<file path="config.mk">
export PLATFORM = sky130hd
export DESIGN_NAME = lph_front_flat
export DESIGN_NICKNAME = d
export VERILOG_FILES = /design/src/design/lph_pkg.sv /design/src/design/lph_if.sv /design/src/design/lph_front.sv /design/src/flat_wrapper.sv
export SDC_FILE = /design/constraint.sdc
export NUM_CORES = 1
export LEC_CHECK = 0
export ABC_AREA = 1
export BUFFER_PORTS_ARGS = -buffer_cell sky130_fd_sc_hd__buf_2
export CORE_ASPECT_RATIO = 0.5
export CORE_MARGIN = 3
export CORE_UTILIZATION = 60
export CTS_BUF_LIST = sky130_fd_sc_hd__clkbuf_16
export CTS_CLUSTER_DIAMETER = 50
export DETAILED_ROUTE_END_ITERATION = 7
export PLACE_DENSITY = 0.86
export REMOVE_ABC_BUFFERS = 1
export SLEW_MARGIN = 0
export SYNTH_ARGS = -nofsm -noshare
export SYNTH_HDL_FRONTEND = slang
export SYNTH_SLANG_ARGS = --single-unit
</file>
<file path="constraint.sdc">
create_clock -name clk -period 36.2 [get_ports clk]
set_input_delay 3.62 -clock clk [delete_from_list [all_inputs] [get_ports clk]]
set_output_delay 3.62 -clock clk [all_outputs]
set_load 0.005 [all_outputs]
</file>
<file path="src/design/lph_pkg.sv">
// Shared types and constants for the linear probing hash lookup block.
// Depends on nothing; every other design file but lph_if refers to it by scoped names.
package lph_pkg;

	localparam int TABLE_DEPTH = 1024;
	localparam int IDX_W       = $clog2(TABLE_DEPTH);
	localparam int CAP_W       = IDX_W + 1;
	localparam int KEY_WIDTH   = 32;
	localparam int HASH_W      = 64;
	localparam int POS_W       = 11;
	localparam int DIV_BITS    = 8;
	localparam int DIV_STEPS   = HASH_W / DIV_BITS;
	localparam int DIV_CNT_W   = $clog2(DIV_STEPS);
	localparam int QUEUE_DEPTH = 4;
	localparam int QPTR_W      = $clog2(QUEUE_DEPTH);
	localparam int QCNT_W      = QPTR_W + 1;
	localparam int APB_ADDR_W  = 3;
	localparam int APB_DATA_W  = 32;

	localparam logic [0:0] ACT_WRITE = 1'b0;
	localparam logic [0:0] ACT_FIND  = 1'b1;

	localparam logic [1:0] ST_UNUSED  = 2'd0;
	localparam logic [1:0] ST_DELETED = 2'd1;

	localparam logic [1:0] OUT_FOUND     = 2'd0;
	localparam logic [1:0] OUT_UNUSED    = 2'd1;
	localparam logic [1:0] OUT_EXHAUSTED = 2'd2;
	localparam logic [1:0] OUT_WRITE_ACK = 2'd3;

	localparam logic [POS_W-1:0] POS_MISSING = '1;

	// Register index of the capacity register.
	localparam logic [0:0] REG_CAPACITY = 1'b0;
	localparam logic [CAP_W-1:0] CAP_RESET = CAP_W'(TABLE_DEPTH);

	typedef struct packed {
		logic                 is_find;
		logic [IDX_W-1:0]     pos;
		logic [1:0]           status;
		logic [KEY_WIDTH-1:0] key;
		logic                 report;
	} lph_entry_t;

	typedef struct packed {
		logic [1:0]           status;
		logic [KEY_WIDTH-1:0] key;
	} slot_word_t;

	typedef enum logic [1:0] {
		F_IDLE,
		F_DIV,
		F_PUSH
	} front_state_t;

	typedef enum logic [1:0] {
		B_CLEAR,
		B_IDLE,
		B_PROBE
	} back_state_t;

endpackage

</file>
<file path="src/design/lph_if.sv">
// Valid/ready channel interfaces for the item input and the result output.
// Does not depend on lph_pkg; its field widths are written out to match the package.
interface lph_in_if;
	logic        valid;
	logic        ready;
	logic        action;
	logic [9:0]  slot_index;
	logic [1:0]  slot_status_in;
	logic [31:0] slot_key_in;
	logic [31:0] search_key;
	logic [63:0] search_hash;
	logic        report_offset;

	modport source (output valid, action, slot_index, slot_status_in, slot_key_in,
		search_key, search_hash, report_offset, input ready);
	modport sink (input valid, action, slot_index, slot_status_in, slot_key_in,
		search_key, search_hash, report_offset, output ready);
endinterface


</file>
<file path="src/design/lph_front.sv">
// Front end: accepts items, reduces the hash of a find modulo the capacity
// eight bits per cycle, and pushes classified entries. Depends on lph_pkg, lph_if.
module lph_front (
	input  logic                       clk,
	input  logic                       arst_n,
	lph_in_if.sink                     in_ch,
	input  logic [lph_pkg::CAP_W-1:0]  cap,
	input  logic                       clearing,
	output logic                       push,
	output lph_pkg::lph_entry_t        push_data,
	input  logic                       q_full
);

	lph_pkg::front_state_t              state_q;
	lph_pkg::front_state_t              state_nx;
	lph_pkg::lph_entry_t                ent_q;
	logic [lph_pkg::HASH_W-1:0]         hash_q;
	logic [lph_pkg::CAP_W-1:0]          rem_q;
	logic [lph_pkg::CAP_W-1:0]          rem_nx;
	logic [lph_pkg::DIV_CNT_W-1:0]      cnt_q;
	logic                               accept;

	// Restoring remainder, one hash bit per inner step.
	always_comb begin
		logic [lph_pkg::CAP_W:0] t;
		rem_nx = rem_q;
		for (int i = 0; i < lph_pkg::DIV_BITS; i++) begin
			t = {rem_nx, hash_q[lph_pkg::HASH_W-1-i]};
			if (t >= {1'b0, cap}) begin
				t = t - {1'b0, cap};
			end
			rem_nx = t[lph_pkg::CAP_W-1:0];
		end
	end

	always_comb begin
		state_nx = state_q;
		case (state_q)
			lph_pkg::F_IDLE: begin
				if (accept) begin
					state_nx = (in_ch.action == lph_pkg::ACT_FIND) ? lph_pkg::F_DIV
						: lph_pkg::F_PUSH;
				end
			end
			lph_pkg::F_DIV: begin
				if (cnt_q == lph_pkg::DIV_CNT_W'(lph_pkg::DIV_STEPS - 1)) begin
					state_nx = lph_pkg::F_PUSH;
				end
			end
			lph_pkg::F_PUSH: begin
				if (!q_full) begin
					state_nx = lph_pkg::F_IDLE;
				end
			end
			default: state_nx = lph_pkg::F_IDLE;
		endcase
	end

	always_comb begin
		in_ch.ready = 1'b0;
		push        = 1'b0;
		case (state_q)
			lph_pkg::F_IDLE: in_ch.ready = !clearing;
			lph_pkg::F_PUSH: push = !q_full;
			default: begin
			end
		endcase
	end

	assign accept    = in_ch.valid && in_ch.ready;
	assign push_data = ent_q;

	always_ff @(posedge clk or negedge arst_n) begin
		if (!arst_n) begin
			state_q <= lph_pkg::F_IDLE;
			cnt_q   <= '0;
		end else begin
			state_q <= state_nx;
			if (state_q == lph_pkg::F_DIV) begin
				cnt_q <= cnt_q + 1'b1;
			end else begin
				cnt_q <= '0;
			end
		end
	end

	always_ff @(posedge clk) begin
		if (accept) begin
			ent_q.is_find <= (in_ch.action == lph_pkg::ACT_FIND);
			ent_q.pos     <= in_ch.slot_index;
			ent_q.status  <= in_ch.slot_status_in;
			ent_q.key     <= (in_ch.action == lph_pkg::ACT_FIND)
				? in_ch.search_key[lph_pkg::KEY_WIDTH-1:0]
				: in_ch.slot_key_in[lph_pkg::KEY_WIDTH-1:0];
			ent_q.report  <= in_ch.report_offset;
			hash_q        <= in_ch.search_hash;
			rem_q         <= '0;
		end else if (state_q == lph_pkg::F_DIV) begin
			hash_q <= hash_q << lph_pkg::DIV_BITS;
			rem_q  <= rem_nx;
			if (cnt_q == lph_pkg::DIV_CNT_W'(lph_pkg::DIV_STEPS - 1)) begin
				ent_q.pos <= rem_nx[lph_pkg::IDX_W-1:0];
			end
		end
	end

endmodule

</file>
<file path="src/flat_wrapper.sv">
// flat-port wrapper written by rule: the top's interface ports become plain ports
module lph_front_flat 
  (clk, arst_n, cap, clearing, push, push_data, q_full, in_ch_valid, in_ch_action, in_ch_slot_index, in_ch_slot_status_in, in_ch_slot_key_in, in_ch_search_key, in_ch_search_hash, in_ch_report_offset, in_ch_ready);
  lph_in_if in_ch_i ();
  input  logic clk;
  input  logic arst_n;
  input  logic [lph_pkg::CAP_W-1:0] cap;
  input  logic clearing;
  output logic push;
  output lph_pkg::lph_entry_t push_data;
  input  logic q_full;
  input wire logic [$bits(in_ch_i.valid)-1:0] in_ch_valid;
  input wire logic [$bits(in_ch_i.action)-1:0] in_ch_action;
  input wire logic [$bits(in_ch_i.slot_index)-1:0] in_ch_slot_index;
  input wire logic [$bits(in_ch_i.slot_status_in)-1:0] in_ch_slot_status_in;
  input wire logic [$bits(in_ch_i.slot_key_in)-1:0] in_ch_slot_key_in;
  input wire logic [$bits(in_ch_i.search_key)-1:0] in_ch_search_key;
  input wire logic [$bits(in_ch_i.search_hash)-1:0] in_ch_search_hash;
  input wire logic [$bits(in_ch_i.report_offset)-1:0] in_ch_report_offset;
  output wire logic [$bits(in_ch_i.ready)-1:0] in_ch_ready;
  assign in_ch_i.valid = in_ch_valid;
  assign in_ch_i.action = in_ch_action;
  assign in_ch_i.slot_index = in_ch_slot_index;
  assign in_ch_i.slot_status_in = in_ch_slot_status_in;
  assign in_ch_i.slot_key_in = in_ch_slot_key_in;
  assign in_ch_i.search_key = in_ch_search_key;
  assign in_ch_i.search_hash = in_ch_search_hash;
  assign in_ch_i.report_offset = in_ch_report_offset;
  assign in_ch_ready = in_ch_i.ready;
  lph_front u_core (.clk(clk), .arst_n(arst_n), .in_ch(in_ch_i), .cap(cap), .clearing(clearing), .push(push), .push_data(push_data), .q_full(q_full));
endmodule
</file>
==> run metrics, run 1 <==
CP dominant cell by count=nand2_1; CP Class=in -> reg; Post-Synth Adder-Cell Area=about an eighth; initial core utilization=62.8%; worst skew pair latency=420 ps; syn_area_per_cell=7.42 um^2; final setup vio count=0; critical path's largest stage delay=570 ps; flops & latches, synth=126; vias in the first global route=9801; fin crit share=between 50 and 60%; largest net degree at the start of global routing=78; GRT Residual Overflow=0; worst path arrival time=20740 ps; DRT antenna net count=0; Compound-Gate Fraction of Synth Area=7.75%; # DRC=0; final HPWL from detailed placement=22.7 mm; Hold Crit Class=reg -> reg; ys async rst share=3.97%; height of the die=about 100 um; initial antenna violation count=3; RR Startpoint=u_core.hash_q[63]; RSZ-0062 raised after global routing=false; Routed WL=31.1 mm; Data required, critical path=36360 ps; Rows=33; area occupied by multi-input gates=6030 um^2; final slew viol count=0; min cycle time layout=20580 ps; Post-Synthesis Cell Area=10500 um^2; clk sinks=126; crit path launch=cap[9]; core area=approximately 17000 um^2; sequential cell area=3650 um^2; startpoint types=input port; synth warn=0; post-synthesis xor/xnor area fraction=roughly 5.5%; Clock Tree Buf Depth=2; sequential share of the synthesized area=between 30 and 40%; Final #Nets=around 1900; root buf cell=clkbuf_16; EDFF count, synth=between 100 and 150; Buffers on Ports=between 200 and 250; prevailing post-synth register cell=edfxtp_1; drt initial violations=1012; first-pass GRT wire length=~49 mm; final hold violation count=0; setup bufs post-CTS=0; setup TNS=0 ps; Layout Skew=10.1 ps; Netlist cell types=50; Synth Area in Simple Gates=31.7%; Reg clk slew, reported paths=60 ps; DIE AREA=just under 20000 um^2; Worst Hold Launch=u_core.cnt_q[0]; CTS resizes=0; I/O Pins=approximately 210; Worst setup EP type=register; drt pass-1 iters=5; ant diodes=0; hold bufs inserted after CTS=0; slew margin rel.=~30%; status=complete, no violations; Die W=193 um; post-synthesis mux area share=0%; final instance area=roughly 12000 um^2; layout cells sized above 1=17.9%; drt wl/cell=16.8 um; CTS tree=done; largest family of logic cells by synthesized area=simple AND/OR/NAND/NOR gates; GRT Util Overall=31.8%; crit path max fanout=22; # H-tree levels=4; Post-DP Area=11700 um^2; post-synthesis instance total=1422; Inserted Clock Buffers=17; routed vias/inst=approximately 5.5; Area Overhead vs Synth=16.3%; Max Cap Viol=0; slew of the pin with the lowest slew margin=1040 ps; gpl congestion=0.963; total vias in the final route=10200; maximum operating frequency=48.6 MHz; fillers=~1300; critical path's slowest cell=nor2_2
[stage by stage]
step | cells | hold WS (ps) | worst slack (ps) | utilization, %
floorplan | 1384 | 410 | 18460 | -
global placement | 1819 | 420 | 16060 | 69.5
detailed placement | 1819 | 425 | 15640 | 69.5
CTS | 1851 | 438 | 15990 | 73.0
global route | 1851 | 471 | 13940 | 73.0
finish | 1851 | 441 | 15620 | 73.0
[cell usage in the layout (no fill, tap or decap), drive strengths merged, types with 11 or more instances in the layout]
cell and n:
a21oi 65, buf 208, clkbuf 17, clkinv 11
dfxtp 11, edfxtp 110, ha 90, inv 177
nand2 576, nand3 97, nand4 20, nor2 62
o21ai 51, xnor2 28, xor2 38
[state kept, by name (all words and copies together), names as in the netlist]
register	count
u_core.hash_q	64
u_core.push_data	46
u_core.rem_q	11
u_core.cnt_q	3
u_core.state_q	2
[routing by layer]
metal / track usage (%) / wire [um]
met1: 42.6 / 13500
met2: 52.1 / 14300
met3: 6.29 / 2360
met4: 11.5 / 946
met5: 0 / 41
[Yosys cell counts, types with 2 or more instances]
master | count | area (um^2)
xnor2_1 | 28 | 245
nand3_1 | 76 | 380
nand4_1 | 20 | 125
nor2_4 | 4 | 45.0
o31ai_1 | 2 | 15.0
clkbuf_1 | 19 | 71.3
a31oi_1 | 3 | 18.8
a21oi_2 | 2 | 17.5
o21a_1 | 2 | 15.0
xor2_1 | 38 | 333
a21oi_1 | 63 | 315
buf_2 | 2 | 10.0
inv_1 | 171 | 642
o21ai_1 | 20 | 100
dfrtp_1 | 5 | 125
nand2_1 | 566 | 2120
o21bai_1 | 7 | 52.6
nor2_1 | 55 | 206
a21o_1 | 5 | 37.5
inv_2 | 4 | 15.0
dfxtp_1 | 11 | 220
nand3b_1 | 5 | 37.5
nor3_1 | 7 | 35.0
edfxtp_1 | 110 | 3300
nand2_2 | 10 | 62.6
nand3_4 | 3 | 52.6
nand3_2 | 18 | 180
buf_1 | 5 | 18.8
nor4_1 | 2 | 12.5
fa_1 | 8 | 160
buf_4 | 6 | 45.0
and3_1 | 3 | 18.8
ha_1 | 90 | 1130
buf_6 | 6 | 67.6
o21ai_0 | 29 | 145
nor2_2 | 3 | 18.8
[critical path, delay by kind of cell]
| kind | cells | cell delay, ps |
|---|---|---|
| buffers and inverters | 12 | 1580 |
| AND/OR/NAND/NOR | 57 | 7460 |
| AO/OA/AOI/OAI | 21 | 4750 |
| adder cells (fa/ha/maj) | 8 | 3260 |
[cell type report]
cell class,count,share of cell area (%)
Sequential cell,126,29.7
Inverter,176,5.39
Clock buffer,17,3.47
Timing Repair Buffer,208,8.54
Clock inverter,15,1.41
Multi-Input combinational cell,1082,49.1
Tap cell,227,2.31
[cell families (layout without fill, tap and decap cells)]
kind of cell,count (synthesis),after routing
buf+inv,214,416
flops,126,126
fa+ha+maj,98,98
simple gates,776,776
compound gates,142,142
xor+xnor,66,66
[worst paths after layout]
path / to / slack [ps] / cells past startpoint
max in group asynchronous: u_core.state_q[0] / 33060 / 1
min in group asynchronous: u_core.state_q[1] / 3010 / 1
max: u_core.push_data[37] / 15620 / 98
min reg2reg: u_core.cnt_q[0] / 440 / 1
min: u_core.cnt_q[0] / 440 / 1
max reg2reg: u_core.push_data[37] / 18820 / 100
Power of run 1 is not shown: default switching activity piles up to over one toggle a cycle in this logic, so the estimate is an artifact.
==> run 2, diff against run 1 <==
ABC_AREA = 0   (was 1)
CORE_UTILIZATION = 51   (was 60)
PLACE_DENSITY = 0.78   (was 0.86)
clock period = 16.8 ns   (was 36.2 ns; I/O delays follow)
==> run 2 against run 1 <==
Compared with the run above:
- the flow now finishes with violations (negative setup slack)
- worst hold slack got worse by 8.3 ps
- clock-buffer cell count is the same
- synthesized cell count fell by 21%
- die area increased by 15%
- critical path depth shrank 14
- global-route usage rose by 2.3 points
- first-iteration DRC count up 17%
- sequential share of layout area is 7.4 points lower
- via count grew 17%
- core utilization is 9.8 points higher
- wire length up 41%
- cell count increased by 6.8%
- critical endpoint is now u_core.push_data[38]
==> run metrics, run 2 <==
status=finished with violations; failing checks=negative setup slack; Buffers on Ports=205; smallest hold slack=433 ps; min cycle time layout=roughly 18000 ps; Max Cap Viol=0; synth warn=0; crit path launch=cap[6]; RR Startpoint=u_core.hash_q[63]; final hold violation count=0; routed vias/inst=roughly 6; flop2flop setup slack=-400 ps; drt pass-1 iters=5; final setup margin=-1290 ps; Clock Tree Buf Depth=2; Die W=207 um; sequential cell area=around 3600 um^2; DRT antenna net count=0; ys async rst share=3.97%; worst skew pair latency=420 ps; Worst setup EP type=register; EDFF count, synth=110; fin crit share=108%; drt initial violations=1189; Routed WL=43.8 mm; Data required, critical path=16930 ps; post-synth top area cell=edfxtp_1; post-route insts no fill=1977; critical path's largest stage delay=440 ps; syn_area_per_cell=9.24 um^2; clk sinks=126; Post-Synthesis Cell Area=roughly 10000 um^2; post-synth top area share=31.9%; Synth top cells by count=221 x nand2_1, 110 x edfxtp_1, 90 x ha_1, 72 x mux2_2, 65 x inv_1; root buf cell=clkbuf_16; initial antenna violation count=1; crit path max fanout=8; Worst Hold Launch=u_core.cnt_q[0]; Hold Crit Class=reg -> reg; Reg clk slew, reported paths=50 ps; Area Overhead vs Synth=57.6%; CP Buf/Inv Count=20; layout cells sized above 1=50.8%; DIE AREA=22100 um^2; drt wl/cell=22.2 um; flops & latches, synth=about 130; maximum operating frequency=about 55 MHz; fillers=roughly 1000; startpoint types=input port; total vias in the final route=11900; Layout Skew=6.92 ps; most frequent cells in the layout=364 x buf_4, 217 x nand2_1, 203 x buf_2; largest net degree at the start of global routing=between 90 and 100; Top reg by flops=u_core.hash_q; CTS tree=done; initial core utilization=52.6%; final HPWL from detailed placement=between 20 and 30 mm; slew margin rel.=25.2%; first-pass GRT wire length=59.9 mm; gpl congestion=1.03; top post-synthesis cells by area=edfxtp_1 32%, ha_1 11%, nand2_1 8.0%; # DRC=0; Inserted Clock Buffers=17; Rows=36; Crit path max-delay family=compound AO/OA/AOI/OAI gates; most common cell after layout, fill and taps aside=buf_4; RSZ-0062 raised after global routing=true; slew of the pin with the lowest slew margin=1110 ps; sequential share of the synthesized area=35.3%; area occupied by multi-input gates=7460 um^2; vias in the first global route=11600; # H-tree levels=4; final setup vio count=21; hold bufs inserted after CTS=0; max reg flops=64; prevailing post-synth register cell=edfxtp_1; most common cell in the netlist=nand2_1; dpl cells=1851; CP Class=in -> reg; post-synthesis instance total=around 1100; height of the die=107 um; ant diodes=0; GRT Util Overall=~34%; core area=19700 um^2; critical path's slowest cell=o41a_1; I/O Pins=approximately 210; GRT Residual Overflow=0; CP dominant cell by count=buf_4; worst path arrival time=18220 ps; Final #Nets=around 2000; final core occ=82.8%; final slew viol count=0; Netlist cell types=74
## run 2: cell count changes after synthesis, moves of 19 or more
cell     before  now
nand2_1     566  221
inv_1       171   65
mux2_2        0   72
nand3_1      76   18
mux2i_1       0   37
o21ai_0      29   48
## run 2: layout make-up
| type | count | share of cell area, % |
|---|---|---|
| multi-input cells | 897 | 45.8 |
| repair buffers | 592 | 24.8 |
| flip-flops and latches | 126 | 22.4 |
| clock buffers | 17 | 2.61 |
| well taps | 266 | 2.04 |
| inverters | 65 | 1.57 |
| clock inverters | 14 | 0.882 |
## run 2: repair_timing
item                                   in CTS  in global routing
pin swaps                                  79                 55
gates resized for setup                   181                 95
endpoints found under the hold margin       0                  0
buffers inserted                           64                 32
setup endpoints to repair                  21                 21
## run 2: cell families (layout without fill, tap and decap cells)
group | after synthesis | count (layout) | synth area share (%)
xor+xnor | 51 | 51 | 4.32
flops | 126 | 126 | 35.3
compound gates | 228 | 228 | 14.7
buf+inv | 96 | 688 | 3.75
fa+ha+maj | 98 | 98 | 12.4
mux | 112 | 112 | 11.9
simple gates | 408 | 408 | 17.7
## run 2: final timing paths
path / endpoint / cells past startpoint
max in group asynchronous: u_core.cnt_q[0] / 1
min in group asynchronous: u_core.state_q[1] / 1
max reg2reg: u_core.push_data[38] / 85
max: u_core.push_data[38] / 84
min reg2reg: u_core.cnt_q[0] / 1
min: u_core.cnt_q[0] / 1
## run 2: stage by stage
| stage | setup WS [ps] | TNS, ps | cell area, um^2 |
|---|---|---|---|
| 2_1_floorplan | -3080 | -61890 | 10200 |
| 3_3_place_gp | -2250 | -44630 | 13800 |
| 3_5_place_dp | -2850 | -57400 | 13800 |
| 4_1_cts | -385 | -6730 | 15600 |
| 5_1_grt | -1780 | -35670 | 16300 |
| 6_report | -1290 | -25720 | 16300 |
## run 2: per-layer routing
layer,vias to the layer above,share of wire [%],global-route usage [%]
li1,5222,-,-
met1,5534,35,42.2
met2,896,47,58.0
met3,287,11,7.07
met4,0,7.0,15.6
met5,-,0,0
Power of run 2 is left out for the same reason.
