File: src/design/lph_pkg.sv
// Shared types and constants for the linear probing hash lookup block.
// Depends on nothing; every other design file but lph_if refers to it by scoped names.
package lph_pkg;

	localparam int TABLE_DEPTH = 1024;
	localparam int IDX_W       = $clog2(TABLE_DEPTH);
	localparam int CAP_W       = IDX_W + 1;
	localparam int KEY_WIDTH   = 32;
	localparam int HASH_W      = 64;
	localparam int POS_W       = 11;
	localparam int DIV_BITS    = 8;
	localparam int DIV_STEPS   = HASH_W / DIV_BITS;
	localparam int DIV_CNT_W   = $clog2(DIV_STEPS);
	localparam int QUEUE_DEPTH = 4;
	localparam int QPTR_W      = $clog2(QUEUE_DEPTH);
	localparam int QCNT_W      = QPTR_W + 1;
	localparam int APB_ADDR_W  = 3;
	localparam int APB_DATA_W  = 32;

	localparam logic [0:0] ACT_WRITE = 1'b0;
	localparam logic [0:0] ACT_FIND  = 1'b1;

	localparam logic [1:0] ST_UNUSED  = 2'd0;
	localparam logic [1:0] ST_DELETED = 2'd1;

	localparam logic [1:0] OUT_FOUND     = 2'd0;
	localparam logic [1:0] OUT_UNUSED    = 2'd1;
	localparam logic [1:0] OUT_EXHAUSTED = 2'd2;
	localparam logic [1:0] OUT_WRITE_ACK = 2'd3;

	localparam logic [POS_W-1:0] POS_MISSING = '1;

	// Register index of the capacity register.
	localparam logic [0:0] REG_CAPACITY = 1'b0;
	localparam logic [CAP_W-1:0] CAP_RESET = CAP_W'(TABLE_DEPTH);

	typedef struct packed {
		logic                 is_find;
		logic [IDX_W-1:0]     pos;
		logic [1:0]           status;
		logic [KEY_WIDTH-1:0] key;
		logic                 report;
	} lph_entry_t;

	typedef struct packed {
		logic [1:0]           status;
		logic [KEY_WIDTH-1:0] key;
	} slot_word_t;

	typedef enum logic [1:0] {
		F_IDLE,
		F_DIV,
		F_PUSH
	} front_state_t;

	typedef enum logic [1:0] {
		B_CLEAR,
		B_IDLE,
		B_PROBE
	} back_state_t;

endpackage

File: src/design/lph_queue.sv
// Small FIFO of classified entries between the front and the back.
// Depends on lph_pkg for the entry type and depth.
module lph_queue (
	input  logic                clk,
	input  logic                arst_n,
	input  logic                push,
	input  lph_pkg::lph_entry_t push_data,
	output logic                full,
	input  logic                pop,
	output lph_pkg::lph_entry_t head,
	output logic                empty
);

	lph_pkg::lph_entry_t            entry_q [lph_pkg::QUEUE_DEPTH];
	logic [lph_pkg::QPTR_W-1:0]     wr_ptr_q;
	logic [lph_pkg::QPTR_W-1:0]     rd_ptr_q;
	logic [lph_pkg::QCNT_W-1:0]     count_q;

	assign full  = (count_q == lph_pkg::QCNT_W'(lph_pkg::QUEUE_DEPTH));
	assign empty = (count_q == '0);
	assign head  = entry_q[rd_ptr_q];

	always_ff @(posedge clk) begin
		if (push) begin
			entry_q[wr_ptr_q] <= push_data;
		end
	end

	always_ff @(posedge clk or negedge arst_n) begin
		if (!arst_n) begin
			wr_ptr_q <= '0;
			rd_ptr_q <= '0;
			count_q  <= '0;
		end else begin
			if (push) begin
				wr_ptr_q <= wr_ptr_q + 1'b1;
			end
			if (pop) begin
				rd_ptr_q <= rd_ptr_q + 1'b1;
			end
			if (push && !pop) begin
				count_q <= count_q + 1'b1;
			end else if (pop && !push) begin
				count_q <= count_q - 1'b1;
			end
		end
	end

endmodule

File: config.mk
export PLATFORM = sky130hd
export DESIGN_NAME = lph_queue
export DESIGN_NICKNAME = d
export VERILOG_FILES = /design/src/design/lph_pkg.sv /design/src/design/lph_queue.sv
export SDC_FILE = /design/constraint.sdc
export NUM_CORES = 1
export LEC_CHECK = 0
export ABC_AREA = 0
export BUFFER_PORTS_ARGS = -buffer_cell sky130_fd_sc_hd__buf_2
export CAP_MARGIN = 20
export CORE_MARGIN = 10
export CORE_UTILIZATION = 55
export DETAILED_ROUTE_END_ITERATION = 8
export GPL_TIMING_DRIVEN = 0
export HOLD_SLACK_MARGIN = 0.06
export PLACE_DENSITY = 0.77
export SLEW_MARGIN = 10
export SYNTH_ARGS = -nofsm -noshare
export SYNTH_HDL_FRONTEND = slang
export SYNTH_SLANG_ARGS = --single-unit
File: constraint.sdc
create_clock -name clk -period 2.7 [get_ports clk]
set_clock_uncertainty 0.2 [all_clocks]
set_input_delay 0.54 -clock clk [delete_from_list [all_inputs] [get_ports clk]]
set_output_delay 0.54 -clock clk [all_outputs]
set_load 0.005 [all_outputs]
==> impl_metrics.tcl, run 1 <==
set metrics [dict create \
    synthTopCellsByArea "edfxtp_1, mux4_2, dfrtp_1" \
    numCtsBuffers 17 \
    netlist_instances 274 \
    final_max_slew_viol_count 0 \
    synthFlopType "edfxtp_1" \
    worstPathCellList "buf_2, buf_2, mux4_2, buf_2" \
    hold_viol 0 \
    endpoint_kind "primary output" \
    slowest_stage "mux4_2" \
    leakage_nw 2.889 \
    cpMostUsedCell "buf_2" \
    layout-drive-gt1-share_pct 45.66 \
    fin_worst_hold_slack_ps 125.0 \
    wire_per_inst_um 21.28 \
    grt_max_degree 47 \
    hold_path_class "in2reg" \
    clock_path_buffers 2 \
    slowest_delay_ps 360 \
    drt-initial-drc-count 241 \
    status "complete, no violations" \
    antenna_found_initial 2 \
    clk_pin_slew_worst_paths_ps 60 \
    htreeDepth 4 \
    fin_crit_sh_pct 96.75 \
    avgSynthCellArea_um2 25.64 \
    power_density_nw_per_um2 1060 \
    fin_util_pct 66.25 \
    tightest_slew_ps 725.0 \
    final_cell_area_um2 8327 \
    gp_congestion 0.7023 \
    cap_violations 0 \
    grtUsageTotal_pct 14.61 \
    start_kind "flip-flop" \
    arrival_ps 1870 \
    async_flop_share_pct 3.665 \
    synth.largest_area_cell "edfxtp_1" \
    slew_headroom_pct 51.67 \
    syn-num-nets 330 \
    die-area_um2 17690 \
    netlist_area_um2 7024 \
    dp_slack_ps 388.8 \
    routed_wl_um 12260 \
    drcViolationCount 0 \
    finalSetupViolations 0 \
    initial_core_util_pct 55.89 \
    p_total_mw 8.828 \
    cp_max_fo 10 \
    worstReg2RegEnd "entry_q[2][16]" \
    ir_drop_mv 0.5040 \
    portBuffers 97 \
    worstPathRequired_ps 1960 \
    synth.ff_latch_count 191 \
    ys_seq_area_share_pct 81.15 \
    place_area_um2 7735 \
    max_freq_ghz 0.3828 \
    io_pins 98 \
    area.growth.synth_to_final_pct 18.54 \
    worstSetupPathType "reg2out" \
    synth-edff-count 184 \
    die_y_um 133.0 \
    postCtsSetupBuffers 0 \
    grt_pass1_vias 3505 \
    synth.most_common_cell "edfxtp_1" \
    ff2ff_setup_slack_ps 830 \
    core_area_um2 12570 \
    insertion_delay_ps 420 \
    vias_per_cell 5.425 \
    cp.depth 4 \
    reg2reg_depth 3 \
    cts.sinks 191 \
    critical_path.top_delay_family "buffers and inverters" \
    setup_ws_ps 87.80 \
    r2r_start "wr_ptr_q[0]" \
    cts-root-buf "clkbuf_16" \
    grt_pass1_wl_um 19460 \
    worst-path-buf-inv 3 \
    antenna_left 0 \
    nNetsFinal 447 \
    cts_tree "built" \
    crit_end "head[40]" \
    rsz0062_at_grt "no" \
    grt_overflow_total 0 \
    crit_start "rd_ptr_q[1]" \
    rows 41 \
    synth_top_area_share_pct 78.66 \
    synthDistinctLibCells 19 \
    hpwlAfterDp_um 7651 \
    ys_warn_count 0 \
    min_period_ps 2612 \
    drt_pre_antenna_iters 4 \
    num_vias 3125 \
    fp.dieW_um 133.0 \
    ys_top_cells_by_count "edfxtp_1, mux4_2, dfrtp_1" \
]
## final cells by class
class                   instances  area [um2]
inverters                       4       15.01
clock buffers                  18       429.2
repair buffers                 98       495.5
diodes                          1       2.502
well taps                     172       215.2
plain buffers                  10       98.84
multi-input cells              69        1246
flip-flops and latches        191        5702
fillers                       815        4242
clock inverters                13       122.6
## routing by layer
| metal | track usage, % | share of wire (%) | vias to the layer above |
|---|---|---|---|
| met5 | 0 | 0.11 | - |
| met1 | 17.52 | 41 | 1635 |
| met3 | 4.883 | 5.2 | 14 |
| li1 | - | - | 1396 |
| met2 | 23.57 | 52 | 78 |
| met4 | 6.601 | 1.4 | 2 |
## state kept, by name, indices dropped and copies added (netlist names)
| name | cells |
|---|---|
| count_q | 3 |
| wr_ptr_q | 2 |
| entry_q | 184 |
| rd_ptr_q | 2 |
## cells in the final DEF (no fill, tap or decap), drive strengths merged, types with 2 or more instances in the layout
cell type | netlist | layout
and2 | 4 | 4
buf | 9 | 104
bufinv | 0 | 2
clkbuf | 1 | 21
clkinv | 0 | 8
clkinvlp | 0 | 2
dfrtp | 7 | 7
edfxtp | 184 | 184
ha | 5 | 5
inv | 4 | 5
mux4 | 46 | 46
nand2 | 2 | 2
xnor2 | 2 | 2
xor2 | 4 | 4
## cell families (layout without fill, tap and decap cells)
kind of cell    Yosys count  count (layout)  share of synthesized area [%]
flops                   191             191                          81.15
mux                      47              47                          14.91
buf+inv                  14             143                          1.247
simple gates              9               9                         0.6946
fa+ha+maj                 6               6                          1.176
xor+xnor                  6               6                         0.7481
compound gates            1               1                        0.07118
other cells               0               1                              0
## stage by stage
step	setup TNS, ps	cells
finish	0	576
global route	0	575
CTS	0	575
detailed placement	0	543
global placement	-104830	543
floorplan	0	274
## how the worst min path moves through the flow
stage | cells after the start | from | to
5_1_grt | 1 | push_data[6] | entry_q[0][6]
3_5_place_dp | 1 | arst_n | count_q[1]
3_3_place_gp | 1 | arst_n | count_q[2]
4_1_cts | 2 | pop | rd_ptr_q[0]
2_1_floorplan | 0 | arst_n | count_q[0]
6_report | 2 | pop | rd_ptr_q[0]
## worst reg2reg max path, cell delays in order (launching register included)
cell and delay (ps):
dfrtp_1 420, inv_1 100, ha_1 140, and2_4 620
## report_power, final
group | internal (mW) | switching, mW | leakage [nW]
logic | 1.25 | 1.20 | 0.852
clock network | 1.34 | 0.991 | 0.266
registers | 3.89 | 0.159 | 1.77
total | 6.48 | 2.35 | 2.89
## what timing repair did
| action | 4_1_cts | 5_1_grt |
|---|---|---|
| endpoints found under the hold margin | 7 | 0 |
| hold buffers | 1 | 0 |
| resized for setup | 4 | 4 |
| endpoints found under the setup margin | 18 | 8 |
No activity file was read; power rests on OpenSTA's default activity.
==> run 2: changes to the inputs <==
==> constraint.sdc (replaced) <==
create_clock -name clk -period 2.7 [get_ports clk]
set_clock_uncertainty 0.2 [all_clocks]
set_input_delay 0.405 -clock clk [delete_from_list [all_inputs] [get_ports clk]]
set_output_delay 0.405 -clock clk [all_outputs]
set_load 0.005 [all_outputs]
==> run 2 against run 1 <==
  * Via count rose by 5.7%
  * Largest cell class unchanged
  * Clock-buffer cell count is the same
  * Hold slack got worse by 30 ps
  * Flip-flop and latch count did not move
  * Highest routed layer is now met4
==> impl_metrics.tcl, run 2 (synthesis results as in run 1) <==
set metrics [dict create \
    status "complete, no violations" \
    p_sw_share_pct 26.67 \
    area.growth.synth_to_final_pct 24.81 \
    worstReg2RegEnd "entry_q[1][11]" \
    cts_hold_buf 48 \
    p_int_mw 6.480 \
    rsz0062_at_grt "no" \
    clock_path_buffers 2 \
    comb_power_share_pct 27.8 \
    insertion_delay_ps 420 \
    critical_path.top_delay_family "buffers and inverters" \
    io_pins 98 \
    cp.depth 4 \
    place_area_um2 7735 \
    final_cell_area_um2 8767 \
    crit_start "rd_ptr_q[0]" \
    ff2ff_setup_slack_ps 820 \
    grt_overflow_total 0 \
    grtUsageTotal_pct 14.94 \
    min_from "push" \
    r2r_start "wr_ptr_q[1]" \
    cap_violations 0 \
    wire_per_inst_um 20.30 \
    switching_power_mw 2.356 \
    core_area_um2 12570 \
    diodes 0 \
    die-area_um2 17690 \
    power_density_nw_per_um2 1008 \
    numCtsBuffers 17 \
    nNetsFinal 494 \
    antenna_left 0 \
    num_vias 3303 \
    layout.cells.most_common_list "edfxtp_1, buf_2, dlygate4sd3_1" \
    cp_max_fo 10 \
    finalSetupViolations 0 \
    worstPathRequired_ps 2100 \
    endpoint_kind "primary output" \
    final_max_slew_viol_count 0 \
    start_kind "flip-flop" \
    portBuffers 97 \
    slowest_stage "mux4_2" \
    leakage_nw 3.077 \
    worstPathCellList "buf_6, buf_6, mux4_2, buf_2" \
    ir_drop_mv 0.5094 \
    initial_core_util_pct 55.89 \
    arrival_ps 1970 \
    slew_headroom_pct 51.86 \
    place_inst 543 \
    largestRegisters "entry_q (184), count_q (3)" \
    fp.dieW_um 133.0 \
    pwr-share-clk_pct 26.4 \
    slowest_delay_ps 530 \
    hpwlAfterDp_um 7651 \
    routed_wl_um 12630 \
    holdPathEnd "wr_ptr_q[0]" \
    antenna_found_initial 0 \
    die_y_um 133.0 \
    worst-path-buf-inv 3 \
    htreeDepth 4 \
    hold_path_class "in2reg" \
    cts_tree "built" \
    grt_pass1_wl_um 20170 \
    fin_crit_sh_pct 95.29 \
    postCtsSetupBuffers 0 \
    instances_no_fill 622 \
    top_register "entry_q" \
    worstSetupPathType "reg2out" \
    largest_reg_flops 184 \
    clk_pin_slew_worst_paths_ps 60 \
    pwr-share-seq_pct 45.8 \
    cts.sinks 191 \
    cpMostUsedCell "buf_6" \
    max_freq_ghz 0.3887 \
    hold_viol 0 \
    grt_pass1_vias 3752 \
    rows 41 \
    cts.repair.resized 0 \
    gp_congestion 0.7023 \
    hold_depth 2 \
    drcViolationCount 0 \
    tightest_slew_ps 722.1 \
    drt-initial-drc-count 220 \
    vias_per_cell 5.310 \
    cts-root-buf "clkbuf_16" \
    tns_ps 0 \
    min_period_ps 2573 \
    fillers 767 \
    layout_commonest_cell "edfxtp_1" \
    reg2reg_depth 3 \
    drt_pre_antenna_iters 4 \
    grt_max_degree 47 \
    layout-drive-gt1-share_pct 40.67 \
]
run 2: cell count changes in the layout (fill, tap and decap cells not counted), sizes merged:
cell	before	now
buf	104	106
clkbuf	21	19
diode	1	0
dlygate4sd3	1	48
run 2: layer usage:
layer / share of wire [%] / vias up / GRT usage (%) / wire [um]
li1: - / 1486 / - / -
met1: 40 / 1704 / 17.88 / 5102
met2: 53 / 100 / 24.65 / 6669
met3: 5.4 / 13 / 4.391 / 682
met4: 1.4 / 0 / 6.601 / 174
met5: 0 / - / 0 / 0
run 2: through the flow:
stage / util (%) / hold slack (ps) / setup slack, ps / total power, mW
3_3_place_gp: 61.46 / 40.53 / -458.6 / 6.553
6_report: 69.76 / 94.84 / 127.2 / 8.836
5_1_grt: 69.76 / 96.53 / 18.05 / 9.276
3_5_place_dp: 61.54 / 52.47 / 523.8 / 6.598
2_1_floorplan: - / -90.59 / 374.0 / 5.607
4_1_cts: 69.76 / 69.39 / 56.25 / 8.989
run 2: worst max path at each step:
stage,to,slack (ps)
6_report,head[19],130
5_1_grt,head[19],20
4_1_cts,head[19],60
3_5_place_dp,head[19],520
3_3_place_gp,entry_q[0][4],-460
2_1_floorplan,entry_q[2][0],370
run 2: layout make-up:
type / instances / area [um2] / share of cell area (%)
buffer: 10 / 72.57 / 0.8277
timing repair buffer: 145 / 965.9 / 11.02
multi-input combinational: 69 / 1246 / 14.21
clock inverter: 13 / 122.6 / 1.399
clock buffer: 18 / 429.2 / 4.895
inverter: 4 / 15.01 / 0.1713
tap: 172 / 215.2 / 2.455
sequential: 191 / 5700 / 65.02
run 2: power by group through the flow:
stage | registers (mW) | logic, mW | clock network (mW)
2_1_floorplan | 4.06 | 1.54 | 0
3_3_place_gp | 4.11 | 2.45 | 0
3_5_place_dp | 4.12 | 2.48 | 0
4_1_cts | 4.06 | 2.55 | 2.38
5_1_grt | 4.09 | 2.68 | 2.50
6_report | 4.05 | 2.46 | 2.33
==> run 3: changes to the inputs <==
--- a/config.mk
+++ b/config.mk
@@ -5,7 +5,7 @@
 export SDC_FILE = /design/constraint.sdc
 export NUM_CORES = 1
 export LEC_CHECK = 0
-export ABC_AREA = 0
+export ABC_AREA = 1
 export BUFFER_PORTS_ARGS = -buffer_cell sky130_fd_sc_hd__buf_2
 export CAP_MARGIN = 20
 export CORE_MARGIN = 10
@@ -13,7 +13,7 @@
 export DETAILED_ROUTE_END_ITERATION = 8
 export GPL_TIMING_DRIVEN = 0
 export HOLD_SLACK_MARGIN = 0.06
-export PLACE_DENSITY = 0.77
+export PLACE_DENSITY = 0.76
 export SLEW_MARGIN = 10
 export SYNTH_ARGS = -nofsm -noshare
 export SYNTH_HDL_FRONTEND = slang
==> run 3 against run 2 <==
  * Via count up 50%
  * Worst setup slack better by 230 ps
  * Sequential share of layout area down 7.8 points
  * Synthesized area up 15%
  * Clock-buffer cell count up 1
  * Sequential power about the same
  * Combinational power up 65%
  * First-iteration DRC count up 54%
  * Non-clock buffer count up 26
  * Global-route usage up 2.9 points
  * Flip-flop and latch count unchanged
  * Synthesized cell count up 110%
  * Critical path type unchanged
  * Critical endpoint is now head[25]
  * Largest power group unchanged
==> impl_metrics.tcl, run 3 <==
set metrics [dict create \
    drcViolationCount 0 \
    cts.sinks 191 \
    dp_slack_ps 424.0 \
    layout.cells.most_common_list "edfxtp_1, nand2_1, buf_2" \
    netlist_instances 585 \
    largest_reg_flops 184 \
    drt_pre_antenna_iters 5 \
    final_max_slew_viol_count 0 \
    min_period_ps 2345 \
    core_area_um2 14480 \
    syn-num-nets 641 \
    power_density_nw_per_um2 1056 \
    gp_congestion 0.7403 \
    wire_per_inst_um 18.39 \
    netlist_area_um2 8103 \
    hold_path_class "in2async" \
    worstSetupPathType "reg2out" \
    ys_top_cells_by_count "edfxtp_1, nand2_1, inv_1" \
    initial_core_util_pct 55.96 \
    insertion_delay_ps 430 \
    portBuffers 97 \
    diodes 0 \
    die_y_um 141.4 \
    area.growth.synth_to_final_pct 22.93 \
    final_cell_area_um2 9961 \
    status "complete, no violations" \
    endpoint_kind "primary output" \
    slowest_delay_ps 380 \
    worstPathCellList "inv_2, buf_4, buf_2, o211ai_1, nand2_1, buf_2" \
    grt_overflow_total 0 \
    worst-path-buf-inv 4 \
    synth.ff_latch_count 191 \
    tightest_slew_ps 815.5 \
    die-area_um2 19990 \
    layout_commonest_cell "edfxtp_1" \
    clk_pin_slew_worst_paths_ps 70 \
    setup_ws_ps 354.5 \
    hold_viol 0 \
    grtUsageTotal_pct 17.85 \
    cpMostUsedCell "buf_2" \
    start_kind "flip-flop" \
    finalSetupViolations 0 \
    layout-drive-gt1-share_pct 30.94 \
    synthFlopType "edfxtp_1" \
    max_freq_ghz 0.4264 \
    synthTopCellsByArea "edfxtp_1, o211ai_2, nand2_1" \
    top_register "entry_q" \
    ir_drop_mv 0.5354 \
    ys_seq_area_share_pct 70.35 \
    grt_max_degree 30 \
    vias_per_cell 5.211 \
    critical_path.top_delay_family "buffers and inverters" \
    largestRegisters "entry_q (184), count_q (3)" \
    num_vias 4950 \
    rows 44 \
    numCtsBuffers 17 \
    cap_violations 0 \
    synth_top_area_share_pct 68.19 \
    fin_crit_sh_pct 86.87 \
    fillers 990 \
    slew_headroom_pct 45.55 \
    leakage_nw 4.121 \
    slowest_stage "dfrtp_1" \
    drt-initial-drc-count 339 \
    cts_tree "built" \
    place_area_um2 8906 \
    async_flop_share_pct 3.665 \
    avgSynthCellArea_um2 13.85 \
    hpwlAfterDp_um 10990 \
    io_pins 98 \
    synthDistinctLibCells 23 \
    antenna_left 0 \
    grt_pass1_wl_um 27660 \
    antenna_found_initial 0 \
    multi_input_area_um2 1712 \
    worstPathRequired_ps 2100 \
    routed_wl_um 17470 \
    synth-edff-count 184 \
    grt_pass1_vias 5262 \
    htreeDepth 4 \
    fp.dieW_um 141.4 \
    cp_max_fo 10 \
    regArea_um2 5700 \
    arrival_ps 1740 \
    synth.largest_area_cell "edfxtp_1" \
    clock_path_buffers 2 \
    synth.most_common_cell "edfxtp_1" \
    rsz0062_at_grt "no" \
    nNetsFinal 809 \
    cts-root-buf "clkbuf_16" \
    p_total_mw 10.52 \
    ys_warn_count 0 \
]
==> run 3: metal layers <==
metal | track usage, % | share of wire (%) | vias up
met1 | 20.34 | 40 | 2428
met3 | 5.040 | 6.8 | 21
met2 | 31.38 | 52 | 142
met4 | 6.294 | 1.4 | 0
li1 | - | - | 2359
met5 | 0 | 0 | -
==> run 3: repair_timing <==
item                      in CTS  in global routing
hold buffers                  48                  0
setup buffers                  0                  0
hold endpoints to repair     192                  0
resized for setup              0                  0
==> run 3: cell type report <==
cell class                      instances  share of cell area (%)
Sequential cell                       191                   57.23
Tap cell                              184                   2.311
Inverter                              104                   3.919
Multi-Input combinational cell        258                   17.18
Buffer                                 32                   3.015
Clock inverter                         13                   1.419
Timing Repair Buffer                  149                   10.58
Clock buffer                           19                   4.346
==> run 3: worst reg2reg max path: stages, from the launching register on <==
cell     delay, ps
dfrtp_1        420
inv_1          100
ha_1           160
nand2_1         70
inv_2          610
buf_16         250
==> run 3: worst paths after layout <==
path                       slack (ps)         from        endpoint  cells after the start
setup / recovery                  350  rd_ptr_q[1]        head[25]                      6
hold / removal                    160       arst_n     rd_ptr_q[1]                      2
setup reg to reg                  580  wr_ptr_q[0]  entry_q[2][16]                      5
hold reg to reg                   320   count_q[2]      count_q[2]                      2
max in group asynchronous        1980       arst_n     wr_ptr_q[0]                      2
min in group clk                  180         push      count_q[0]                      3
==> run 3: through the flow <==
step                util (%)  hold slack [ps]  cells  setup TNS (ps)
finish                 68.80            159.4    950               0
global route           68.80            167.6    950               0
CTS                    68.80            128.2    950               0
detailed placement     61.51            47.92    870               0
global placement       60.91            44.71    866          -67320
floorplan                  -           -90.59    585               0
==> run 3: cell families after synthesis <==
kind of cell,count (synthesis),share of synthesized area (%)
xor gates and xnor gates,4,0.4324
buffers and inverters,136,8.524
AOI/OAI and AO/OA,93,11.92
DFF,191,70.35
adders and majority gates,6,1.019
and+or+nand+nor,155,7.752
==> run 3: power breakdown <==
group | total [mW] | switching (mW) | internal (mW)
clock network | 2.40 | 1.04 | 1.36
registers | 4.06 | 0.178 | 3.88
logic | 4.06 | 2.44 | 1.62
total | 10.5 | 3.66 | 6.86
